File: config.mk
export PLATFORM = sky130hd
export DESIGN_NAME = plf_div_cell
export DESIGN_NICKNAME = d
export VERILOG_FILES = /design/src/rtl/point_light_linear_falloff_macros.svh /design/src/rtl/plf_pkg.sv /design/src/rtl/plf_div_cell.sv
export SDC_FILE = /design/constraint.sdc
export NUM_CORES = 1
export LEC_CHECK = 0
export ABC_AREA = 1
export BUFFER_PORTS_ARGS = -buffer_cell sky130_fd_sc_hd__buf_2
export CORE_MARGIN = 4
export CORE_UTILIZATION = 55
export DETAILED_ROUTE_END_ITERATION = 10
export PLACE_DENSITY = 0.92
export SLEW_MARGIN = 5
export SYNTH_ARGS = -nofsm -noshare
export SYNTH_HDL_FRONTEND = slang
export SYNTH_SLANG_ARGS = --single-unit
File: constraint.sdc
create_clock -name clk -period 5.1 [get_ports clk]
set_input_delay 1.02 -clock clk [delete_from_list [all_inputs] [get_ports clk]]
set_output_delay 1.02 -clock clk [all_outputs]
set_load 0.02 [all_outputs]
File: src/rtl/point_light_linear_falloff_macros.svh
// Assertion macros shared by the point light RTL files.
// The using scope must provide a clock named clk and an active-low reset named arst_n.
`ifndef POINT_LIGHT_LINEAR_FALLOFF_MACROS_SVH
`define POINT_LIGHT_LINEAR_FALLOFF_MACROS_SVH
`ifndef SYNTHESIS
`define PLF_ASSERT_IMPLY(label, ante, cons, msg) \
	label: assert property (@(posedge clk) disable iff (!arst_n) (ante) |-> (cons)) \
		else $error(msg);
`define PLF_ASSERT_NEXT(label, ante, cons, msg) \
	label: assert property (@(posedge clk) disable iff (!arst_n) (ante) |=> (cons)) \
		else $error(msg);
`else
`define PLF_ASSERT_IMPLY(label, ante, cons, msg)
`define PLF_ASSERT_NEXT(label, ante, cons, msg)
`endif
`endif

File: src/rtl/plf_pkg.sv
// Types, widths and codes shared by the point light falloff block.
// No dependencies; every RTL module in the project imports this package.
`timescale 1ns / 1ps
`default_nettype none
package plf_pkg;

	localparam int COORD_W   = 24;
	localparam int DIF_W     = 25;
	localparam int MAG_W     = 25;
	localparam int SQ_W      = 49;
	localparam int SUM_W     = 50;
	localparam int RAD_W     = 62;
	localparam int ROOT_W    = 31;
	localparam int SREM_W    = 33;
	localparam int K_W       = 5;
	localparam int DIST_W    = 25;
	localparam int DREM_W    = 31;
	localparam int FEED_W    = 16;
	localparam int STR_W     = 16;
	localparam int PROD_W    = 40;
	localparam int OUT_W     = 16;
	localparam int NRM_STEPS  = 5;
	localparam int SQRT_STEPS = 31;
	localparam int DIV_STEPS  = 16;
	localparam int LANES      = 6;

	localparam logic [OUT_W-1:0] UNIT_ONE = 16'd16384;

	typedef struct packed {
		logic signed [COORD_W-1:0] point_x;
		logic signed [COORD_W-1:0] point_y;
		logic signed [COORD_W-1:0] point_z;
	} point_t;

	typedef struct packed {
		logic signed [OUT_W-1:0] dir_x;
		logic signed [OUT_W-1:0] dir_y;
		logic signed [OUT_W-1:0] dir_z;
		logic [OUT_W-1:0]        lit_red;
		logic [OUT_W-1:0]        lit_green;
		logic [OUT_W-1:0]        lit_blue;
		logic                    zero_length;
	} result_t;

	typedef enum logic [3:0] {
		REG_LIGHT_POS_X    = 4'd0,
		REG_LIGHT_POS_Y    = 4'd1,
		REG_LIGHT_POS_Z    = 4'd2,
		REG_FALLOFF_START  = 4'd3,
		REG_FALLOFF_END    = 4'd4,
		REG_STRENGTH_RED   = 4'd5,
		REG_STRENGTH_GREEN = 4'd6,
		REG_STRENGTH_BLUE  = 4'd7
	} cfg_reg_e;

	typedef enum logic [1:0] {
		ATT_ZERO,
		ATT_FULL,
		ATT_DIV
	} att_mode_e;

	// One step of the digit-by-digit square root.
	typedef struct packed {
		logic [RAD_W-1:0]  rad;
		logic [SREM_W-1:0] rem;
		logic [ROOT_W-1:0] root;
	} sqrt_stage_t;

	// One step of the restoring divider.
	typedef struct packed {
		logic [DREM_W-1:0] rem;
		logic [FEED_W-1:0] feed;
		logic [FEED_W-1:0] quo;
		logic [DREM_W-1:0] dvs;
	} div_stage_t;

endpackage
`default_nettype wire

File: src/rtl/plf_div_cell.sv
// One cell of a divider row: retires one quotient bit per cycle while en is high.
// Depends on plf_pkg.
`timescale 1ns / 1ps
`default_nettype none
module plf_div_cell (
	input  wire logic                 clk,
	input  wire logic                 en,
	input  wire plf_pkg::div_stage_t  stage_in,
	output plf_pkg::div_stage_t       stage_out
);
	import plf_pkg::*;

	logic [DREM_W:0] acc;
	logic [DREM_W:0] diff;
	logic            ge;
	div_stage_t      nxt;
	div_stage_t      stage_q;

	always_comb begin
		acc  = {stage_in.rem, stage_in.feed[FEED_W-1]};
		diff = acc - {1'b0, stage_in.dvs};
		ge   = (acc >= {1'b0, stage_in.dvs});
		nxt.rem  = ge ? diff[DREM_W-1:0] : acc[DREM_W-1:0];
		nxt.feed = {stage_in.feed[FEED_W-2:0], 1'b0};
		nxt.quo  = {stage_in.quo[FEED_W-2:0], ge};
		nxt.dvs  = stage_in.dvs;
	end

	always_ff @(posedge clk) begin
		if (en) begin
			stage_q <= nxt;
		end
	end

	assign stage_out = stage_q;

endmodule
`default_nettype wire

==> flow_summary.toml <==
[outcome]
status = "finished clean"

[placement]
dp_cells = 1038
place_congestion = 0.921
post-dp-hpwl_mm = 11.8
place.port_buffers = 187

[power]
powerDensity_nw_per_um2 = 291
p_leak_uw = 0.00385
vdd_drop_max_mv = 0.170

[route]
wl_per_cell_um = 14.0
drt_iter0_drc = 279
drc = 0
routed_via_density = 4.84
wirelength_mm = 14.7
via_count = 5099
dr.pass1.iters = 5
final_antenna_net_count = 0

[synthesis]
syn_inst = 724
synth.distinct_cells = 29
synth_nets = 852
syn_area_per_cell_um2 = 7.89
yosysSeqAreaShare = 0.489
synth_area_um2 = 5720
ys_ff_latch = 93
ys_warn_count = 0

[clock_network]
cts_tree = "built"
cts.hold.buffers_added = 0
clk_pin_slew_ps = 90
cts_inserted_buffers = 9
cts_root_buffer = "clkbuf_8"
cts_setup_buffers = 0
cts_buffer_depth = 2
h-tree-depth = 3
postCtsResizedCells = 0
clock_sinks = 93

[cells_and_area]
diodes = 0
fin_nets = 1044
largest_register_ff_count = 93
drive_gt1_frac = 0.235
syn_to_final_growth_pct = 22.0
instances_no_fill = 1054
fillers = 861

[die]
rows = 36
initial_utilization = 0.574
die_y_um = 110
core_area_um2 = 9950
die_area_um2 = 12100
die_w_um = 110
num_io_pins = 190

[critical_path]
required_ps = 5230
cp_data_arrival_time_ps = 3390
critPathCaptureType = "register"
worstPathMaxFanout = 35
startpoint = "stage_in[0]"
crit_end = "stage_out[83]"
crit_type = "primary input to register"
start_kind = "primary input"

[sta]
slew_violations = 0
fin_tns_setup_ps = 0
worst_slew_pin_slew_ps = 750
setup_viol = 0
whs_ps = 816
period_share = 0.639
slew_headroom = 0.500
hold_viol_final = 0
max_freq_ghz = 0.307
rsz0062_at_grt = "no"
period_minus_slack_ps = 3260

[worst_hold_path]
min_path_type = "primary input to register"

[grt]
grt_start_max_net_pins = 60
grt_pass1_wl_mm = 22.3
overflow = 0
grt_antenna_before_repair = 0
grt_pass1_vias = 4693
grt_use_total = 0.243

[job]
maxCapViolations = 0
## layout by cell type (no fill, tap or decap), types with 3 or more instances in the layout
cell	synthesis	routed
a21oi_1	16	16
buf_2	4	186
clkbuf_8	0	9
edfxtp_1	93	93
ha_1	31	31
inv_1	152	152
inv_2	3	3
nand2_1	292	292
nand3_1	43	43
nand3b_1	3	3
nand4_1	7	7
nor2_1	38	38
nor3_1	4	4
o21ai_0	3	3
o21bai_1	3	3
xor2_1	13	13
## report_power, final
part / switching, uW / total [uW] / internal (uW)
Sequential: 18.7 / 956 / 937
Clock: 273 / 504 / 231
Combinational: 383 / 573 / 190
## final cells by class
cell class,count,area [um^2],share of cell area
inverter,155,582,0.0834
multi-input combinational,469,2290,0.328
timing repair buffer,188,946,0.136
clock buffer,10,128,0.0183
tap,133,166,0.0239
clock inverter,6,70.1,0.0100
sequential,93,2790,0.400
## layer usage
| metal | GRT usage | vias to the layer above | part of all wire |
|---|---|---|---|
| met5 | 0 | - | 0 |
| met4 | 0.0579 | 0 | 0.012 |
| met3 | 0.0605 | 17 | 0.10 |
| met2 | 0.420 | 219 | 0.48 |
| li1 | - | 2625 | - |
| met1 | 0.305 | 2238 | 0.41 |
## worst min-delay path by stage
stage | cells after the start | from | to
detailed placement | 1 | stage_in[44] | stage_out[45]
finish | 1 | stage_in[53] | stage_out[54]
global route | 1 | stage_in[59] | stage_out[60]
floorplan | 0 | stage_in[0] | stage_out[0]
CTS | 1 | stage_in[35] | stage_out[36]
global placement | 1 | stage_in[33] | stage_out[34]
## metrics by stage
step                area (um^2)  total power (uW)  setup WS, ps   util
floorplan                  5720              1350          2200      -
global placement           6780              1530          1540  0.681
detailed placement         6780              1540          1440  0.681
CTS                        6980              2040          1840  0.701
global route               6980              2150          1600  0.701
finish                     6980              2030          1840  0.701
## critical path: stages
cell and delay [ps]:
buf_2 110, ha_1 220, fa_1 360, inv_1 130
nand2_1 90, nand2_1 110, nand3_1 90, nand2_2 120
nand2_1 80, nand3_1 70, nand2_1 80, nand2_4 340
inv_2 350, nand2_1 150, nand2_1 70
## cells in the mapped netlist
cell type,number,area share
fa_1,1,0.0035
a21oi_2,1,0.0015
nand4_1,7,0.0077
nand2_2,2,0.0022
conb_1,1,0.00066
o21bai_1,3,0.0039
buf_2,4,0.0035
nor2_2,2,0.0022
nand3b_1,3,0.0039
or2_1,1,0.0011
nand3_1,43,0.038
inv_2,3,0.0020
inv_1,152,0.10
buf_6,2,0.0039
a21oi_1,16,0.014
and3_1,1,0.0011
and2_1,1,0.0011
xor2_1,13,0.020
xnor2_1,1,0.0015
nor3_1,4,0.0035
nand2_1,292,0.19
ha_1,31,0.068
buf_4,1,0.0013
nand2_4,1,0.0020
o21ai_0,3,0.0026
nor2_4,2,0.0039
or2_2,2,0.0022
nor2_1,38,0.025
edfxtp_1,93,0.49
## cell families after synthesis
logic type               count (synthesis)  synth area share
AO/OA/AOI/OAI                           23            0.0221
adder cells (fa/ha/maj)                 32            0.0714
flip-flops                              93             0.489
buffers and inverters                  162             0.111
other                                    1          0.000656
AND/OR/NAND/NOR                        399             0.285
XOR/XNOR                                14            0.0215
(Power assumes the default switching activity.)
