## src/rtl/point_light_linear_falloff_macros.svh

```systemverilog
// Assertion macros shared by the point light RTL files.
// The using scope must provide a clock named clk and an active-low reset named arst_n.
`ifndef POINT_LIGHT_LINEAR_FALLOFF_MACROS_SVH
`define POINT_LIGHT_LINEAR_FALLOFF_MACROS_SVH
`ifndef SYNTHESIS
`define PLF_ASSERT_IMPLY(label, ante, cons, msg) \
	label: assert property (@(posedge clk) disable iff (!arst_n) (ante) |-> (cons)) \
		else $error(msg);
`define PLF_ASSERT_NEXT(label, ante, cons, msg) \
	label: assert property (@(posedge clk) disable iff (!arst_n) (ante) |=> (cons)) \
		else $error(msg);
`else
`define PLF_ASSERT_IMPLY(label, ante, cons, msg)
`define PLF_ASSERT_NEXT(label, ante, cons, msg)
`endif
`endif

```

## src/rtl/plf_pkg.sv

```systemverilog
// Types, widths and codes shared by the point light falloff block.
// No dependencies; every RTL module in the project imports this package.
`timescale 1ns / 1ps
`default_nettype none
package plf_pkg;

	localparam int COORD_W   = 24;
	localparam int DIF_W     = 25;
	localparam int MAG_W     = 25;
	localparam int SQ_W      = 49;
	localparam int SUM_W     = 50;
	localparam int RAD_W     = 62;
	localparam int ROOT_W    = 31;
	localparam int SREM_W    = 33;
	localparam int K_W       = 5;
	localparam int DIST_W    = 25;
	localparam int DREM_W    = 31;
	localparam int FEED_W    = 16;
	localparam int STR_W     = 16;
	localparam int PROD_W    = 40;
	localparam int OUT_W     = 16;
	localparam int NRM_STEPS  = 5;
	localparam int SQRT_STEPS = 31;
	localparam int DIV_STEPS  = 16;
	localparam int LANES      = 6;

	localparam logic [OUT_W-1:0] UNIT_ONE = 16'd16384;

	typedef struct packed {
		logic signed [COORD_W-1:0] point_x;
		logic signed [COORD_W-1:0] point_y;
		logic signed [COORD_W-1:0] point_z;
	} point_t;

	typedef struct packed {
		logic signed [OUT_W-1:0] dir_x;
		logic signed [OUT_W-1:0] dir_y;
		logic signed [OUT_W-1:0] dir_z;
		logic [OUT_W-1:0]        lit_red;
		logic [OUT_W-1:0]        lit_green;
		logic [OUT_W-1:0]        lit_blue;
		logic                    zero_length;
	} result_t;

	typedef enum logic [3:0] {
		REG_LIGHT_POS_X    = 4'd0,
		REG_LIGHT_POS_Y    = 4'd1,
		REG_LIGHT_POS_Z    = 4'd2,
		REG_FALLOFF_START  = 4'd3,
		REG_FALLOFF_END    = 4'd4,
		REG_STRENGTH_RED   = 4'd5,
		REG_STRENGTH_GREEN = 4'd6,
		REG_STRENGTH_BLUE  = 4'd7
	} cfg_reg_e;

	typedef enum logic [1:0] {
		ATT_ZERO,
		ATT_FULL,
		ATT_DIV
	} att_mode_e;

	// One step of the digit-by-digit square root.
	typedef struct packed {
		logic [RAD_W-1:0]  rad;
		logic [SREM_W-1:0] rem;
		logic [ROOT_W-1:0] root;
	} sqrt_stage_t;

	// One step of the restoring divider.
	typedef struct packed {
		logic [DREM_W-1:0] rem;
		logic [FEED_W-1:0] feed;
		logic [FEED_W-1:0] quo;
		logic [DREM_W-1:0] dvs;
	} div_stage_t;

endpackage
`default_nettype wire

```

## src/rtl/plf_sqrt_cell.sv

```systemverilog
// One cell of the square root row: retires one root bit per cycle while en is high.
// Depends on plf_pkg.
`timescale 1ns / 1ps
`default_nettype none
module plf_sqrt_cell (
	input  wire logic                  clk,
	input  wire logic                  en,
	input  wire plf_pkg::sqrt_stage_t  stage_in,
	output plf_pkg::sqrt_stage_t       stage_out
);
	import plf_pkg::*;

	logic [SREM_W+1:0] acc;
	logic [SREM_W+1:0] trial;
	logic [SREM_W+1:0] diff;
	logic              ge;
	sqrt_stage_t       nxt;
	sqrt_stage_t       stage_q;

	always_comb begin
		acc   = {stage_in.rem, stage_in.rad[RAD_W-1 -: 2]};
		trial = {2'b00, stage_in.root, 2'b01};
		diff  = acc - trial;
		ge    = (acc >= trial);
		nxt.rad  = {stage_in.rad[RAD_W-3:0], 2'b00};
		nxt.rem  = ge ? diff[SREM_W-1:0] : acc[SREM_W-1:0];
		nxt.root = {stage_in.root[ROOT_W-2:0], ge};
	end

	always_ff @(posedge clk) begin
		if (en) begin
			stage_q <= nxt;
		end
	end

	assign stage_out = stage_q;

endmodule
`default_nettype wire

```

## config.mk

```make
export PLATFORM = sky130hd
export DESIGN_NAME = plf_sqrt_cell
export DESIGN_NICKNAME = d
export VERILOG_FILES = /design/src/rtl/point_light_linear_falloff_macros.svh /design/src/rtl/plf_pkg.sv /design/src/rtl/plf_sqrt_cell.sv
export SDC_FILE = /design/constraint.sdc
export NUM_CORES = 1
export LEC_CHECK = 0
export ABC_AREA = 1
export ABC_CLOCK_PERIOD_IN_PS = 2900
export BUFFER_PORTS_ARGS = -buffer_cell sky130_fd_sc_hd__buf_2
export CAP_MARGIN = 40
export CORE_UTILIZATION = 45
export CTS_CLUSTER_SIZE = 20
export DETAILED_ROUTE_END_ITERATION = 8
export MAX_ROUTING_LAYER = met4
export PLACE_DENSITY = 0.85
export SLEW_MARGIN = 30
export SYNTH_ARGS = -nofsm -noshare
export SYNTH_HDL_FRONTEND = slang
export SYNTH_SLANG_ARGS = --single-unit
```

## constraint.sdc

```tcl
create_clock -name clk -period 2.9 [get_ports clk]
set_input_delay 0.58 -clock clk [delete_from_list [all_inputs] [get_ports clk]]
set_output_delay 0.58 -clock clk [all_outputs]
set_load 0.02 [all_outputs]
```

==> metrics.md <==
| Metric | Value |
|---|---|
| Status | `finished clean` |
| Largest family of logic cells by synthesized area | `simple AND/OR/NAND/NOR gates` |
| Min-delay worst type | `input port to flip-flop` |
| Largest net degree at the start of global routing | `48` |
| Cell taking the most area after synthesis | `edfxtp_1` |
| # hold bufs at CTS | `0` |
| Mapped Area | `7061 um2` |
| Crit path time final | `2.556 ns` |
| Post-CTS setup buffer count | `0` |
| Mapped Cells | `a little over 800` |
| Pins Over Slew Limit | `0` |
| Final ANT Viol Nets | `0` |
| Nets | `roughly 1300` |
| Fmax achieved | `~390 MHz` |
| CP max stage delay | `0.51 ns` |
| I/O Pins | `~250` |
| Vias in the first global route | `between 5000 and 6000` |
| Vias | `just over 6000` |
| Detailed Routing Iterations Pass 1 | `4` |
| Area contributors post-synth | `edfxtp_1 (53%), nand2_1 (15%), inv_1 (8.3%)` |
| RSZ-0062 raised after global routing | `false` |
| Final setup vio count | `0` |
| First-pass GRT wire length | `29500 um` |
| Synth async-reset ratio | `0` |
| DR iter-0 viols | `358` |
| Hold Fails Final Rpt | `0` |
| CTS tree | `yes` |
| Area grow syn2layout | `30.92%` |
| GP Congestion | `a little over 0.9` |
| Worst Path Buf+Inv | `2` |
| Initial Util | `0.4627` |
| Setup ws final | `0.3436 ns` |
| Die X | `around 130 um` |
| Post-synthesis mux area share | `0` |
| # Max-Cap Violations | `0` |
| CTS Buf Count | `17` |
| GRT Util Overall | `0.2523` |
| Cts repair resizes | `0` |
| Startpoint Class | `input port` |
| Post-Place Cells | `roughly 1300` |
| Post-Synth XOR/XNOR Area | `0.01737` |
| Critical Path Fanout Max | `35` |
| Worst slew pin tran | `~0.65 ns` |
| DP Wirelength | `15560 um` |
| Fin cells | `roughly 1300` |
| Row cnt | `45` |
| I/O Buffers | `approximately 250` |
| Pre-CTS WS | `-0.1714 ns` |
| Slew Limit Headroom | `0.5665` |
| Core Box Area | `15260 um2` |
| Pwr dens | `between 500 and 600 nW/um2` |
| Synth Area in Adders | `0.05848` |
| Vias per cell | `4.676` |
| VDD IR max | `0.0004299 V` |
| Final WL | `between 15000 and 20000 um` |
| Clock Sinks | `124` |
| Synth top area share | `0.5274` |
| Register area share after synthesis | `0.5274` |
| Prevailing post-synth register cell | `edfxtp_1` |
| H-tree levels | `4` |
| Worst EP arrival | `around 2.7 ns` |
| Post-synthesis simple-gate area fraction | `0.2786` |
| Grt ovf | `0` |
| Chip Height | `127.3 um` |
| Wirelength per Cell | `roughly 15 um` |
| Cells along the critical path | `buf_2 > inv_1 > ha_1 > nand2_1 > nor2_1 > nand2_1 > nor2_2 > nand2_1 > nand3_2 > nor2_4 > nand2_8 > nand3_1 > nand2_1` |
| Ratio of cells with drive above 1 in the final layout | `0.3102` |
| Count leader, synth | `nand2_1` |
| Clock root cell | `clkbuf_16` |
| CP most frequent cell | `nand2_1` |
| Drt drc | `0` |
| Leakage | `around 0.005 uW` |
| Commonest cells in the netlist | `nand2_1 (291), inv_1 (156), edfxtp_1 (124), nand3_1 (58), nor2_1 (35)` |
| Synth unique cells | `32` |
| CP required | `roughly 3.1 ns` |
| Initial antenna violation count | `2` |
| Warnings from Yosys | `0` |
| Max Root-Sink Buffers | `2` |
| Max FFs per register | `around 120` |
| DIE AREA | `16200 um2` |
| Setup CP Type | `input port to flip-flop` |
| Flop and latch count out of synthesis | `roughly 120` |
| CTS clk-pin slew, worst paths | `about 0.06 ns` |
| Worst path slowest cell | `nor2_4` |
| Post-synth EDFFs | `~120` |
| Tcrit/Tclk final | `0.8815` |
| Mean area per synthesized cell | `between 8 and 9 um2` |
| Top Family by Delay on Critical Path | `simple AND/OR/NAND/NOR gates` |
| Post-synthesis compound-gate area fraction | `0.01701` |
| Setup crit end kind | `flip-flop` |
power breakdown:
part / total, uW / switching, uW / internal (uW)
sequential: 2240 / 49.1 / 2190
combinational: 1230 / 801 / 427
clock: 1950 / 847 / 1100
metal layers:
layer | global-route usage | vias up | routed length (um)
li1 | - | 3152 | -
met1 | 0.2847 | 2805 | 8061
met2 | 0.4397 | 200 | 9891
met3 | 0.05235 | 25 | 1130
met4 | 0.09524 | 0 | 361
met5 | - | - | 0
path summary, 6_finish.rpt:
path                      from                      end  slack, ns  cells past startpoint
setup / recovery  stage_in[21]  stage_out[48]$_DFFE_PP_       0.34                     13
hold / removal    stage_in[96]  stage_out[98]$_DFFE_PP_       0.33                      1
cell usage in the layout, fill, tap and decap left out:
master      count
conb_1          2
nand4_1         5
buf_4          20
and3_1          1
clkbuf_16      17
nand3b_1        9
xor2_1         13
nand3_1        58
ha_1           33
nor2_2          7
nand2_8         1
xnor2_1         1
clkinvlp_4      5
nor2_1         35
a211oi_1        1
diode_2         2
edfxtp_1      124
clkinv_1        1
o21bai_1        1
and2_1          3
nand3_2        16
nand2_4         1
buf_2         250
inv_6           4
o21ai_0         1
a21oi_1        20
inv_8           1
clkinv_2        2
nand2_1       291
nor3_1          9
clkinv_4        2
inv_1         156
or2_2           1
inv_2           9
buf_12          3
nor2_4          1
nand2_2         4
nand2b_1        1
cells by family (layout without fill, tap and decap cells):
logic type,after synthesis,in the layout
compound gates,23,23
xor+xnor,14,14
fa+ha+maj,33,33
buf+inv,176,470
flops,124,124
other cells,1,4
simple gates,443,443
layout make-up:
class,instances,area (um2)
well taps,211,264.0
flip-flops and latches,124,3724
clock buffers,17,425.4
clock inverters,15,115.1
inverters,165,619.3
multi-input cells,515,2630
repair buffers,273,1461
diodes,2,5.005
fillers,1371,6015
through the flow:
step / setup TNS (ns) / hold WS [ns] / power (uW) / utilization / area (um2)
5_1_grt: 0 / 0.3185 / 5640 / 0.6058 / 9244
2_1_floorplan: 0 / 0.6789 / 3027 / - / 7064
3_3_place_gp: -2.155 / 0.7563 / 3484 / 0.5701 / 8698
4_1_cts: 0 / 0.3162 / 5443 / 0.6055 / 9239
6_report: 0 / 0.3311 / 5413 / 0.6058 / 9244
3_5_place_dp: -4.366 / 0.7581 / 3502 / 0.5701 / 8698
Power figures use the tool's default switching activity.
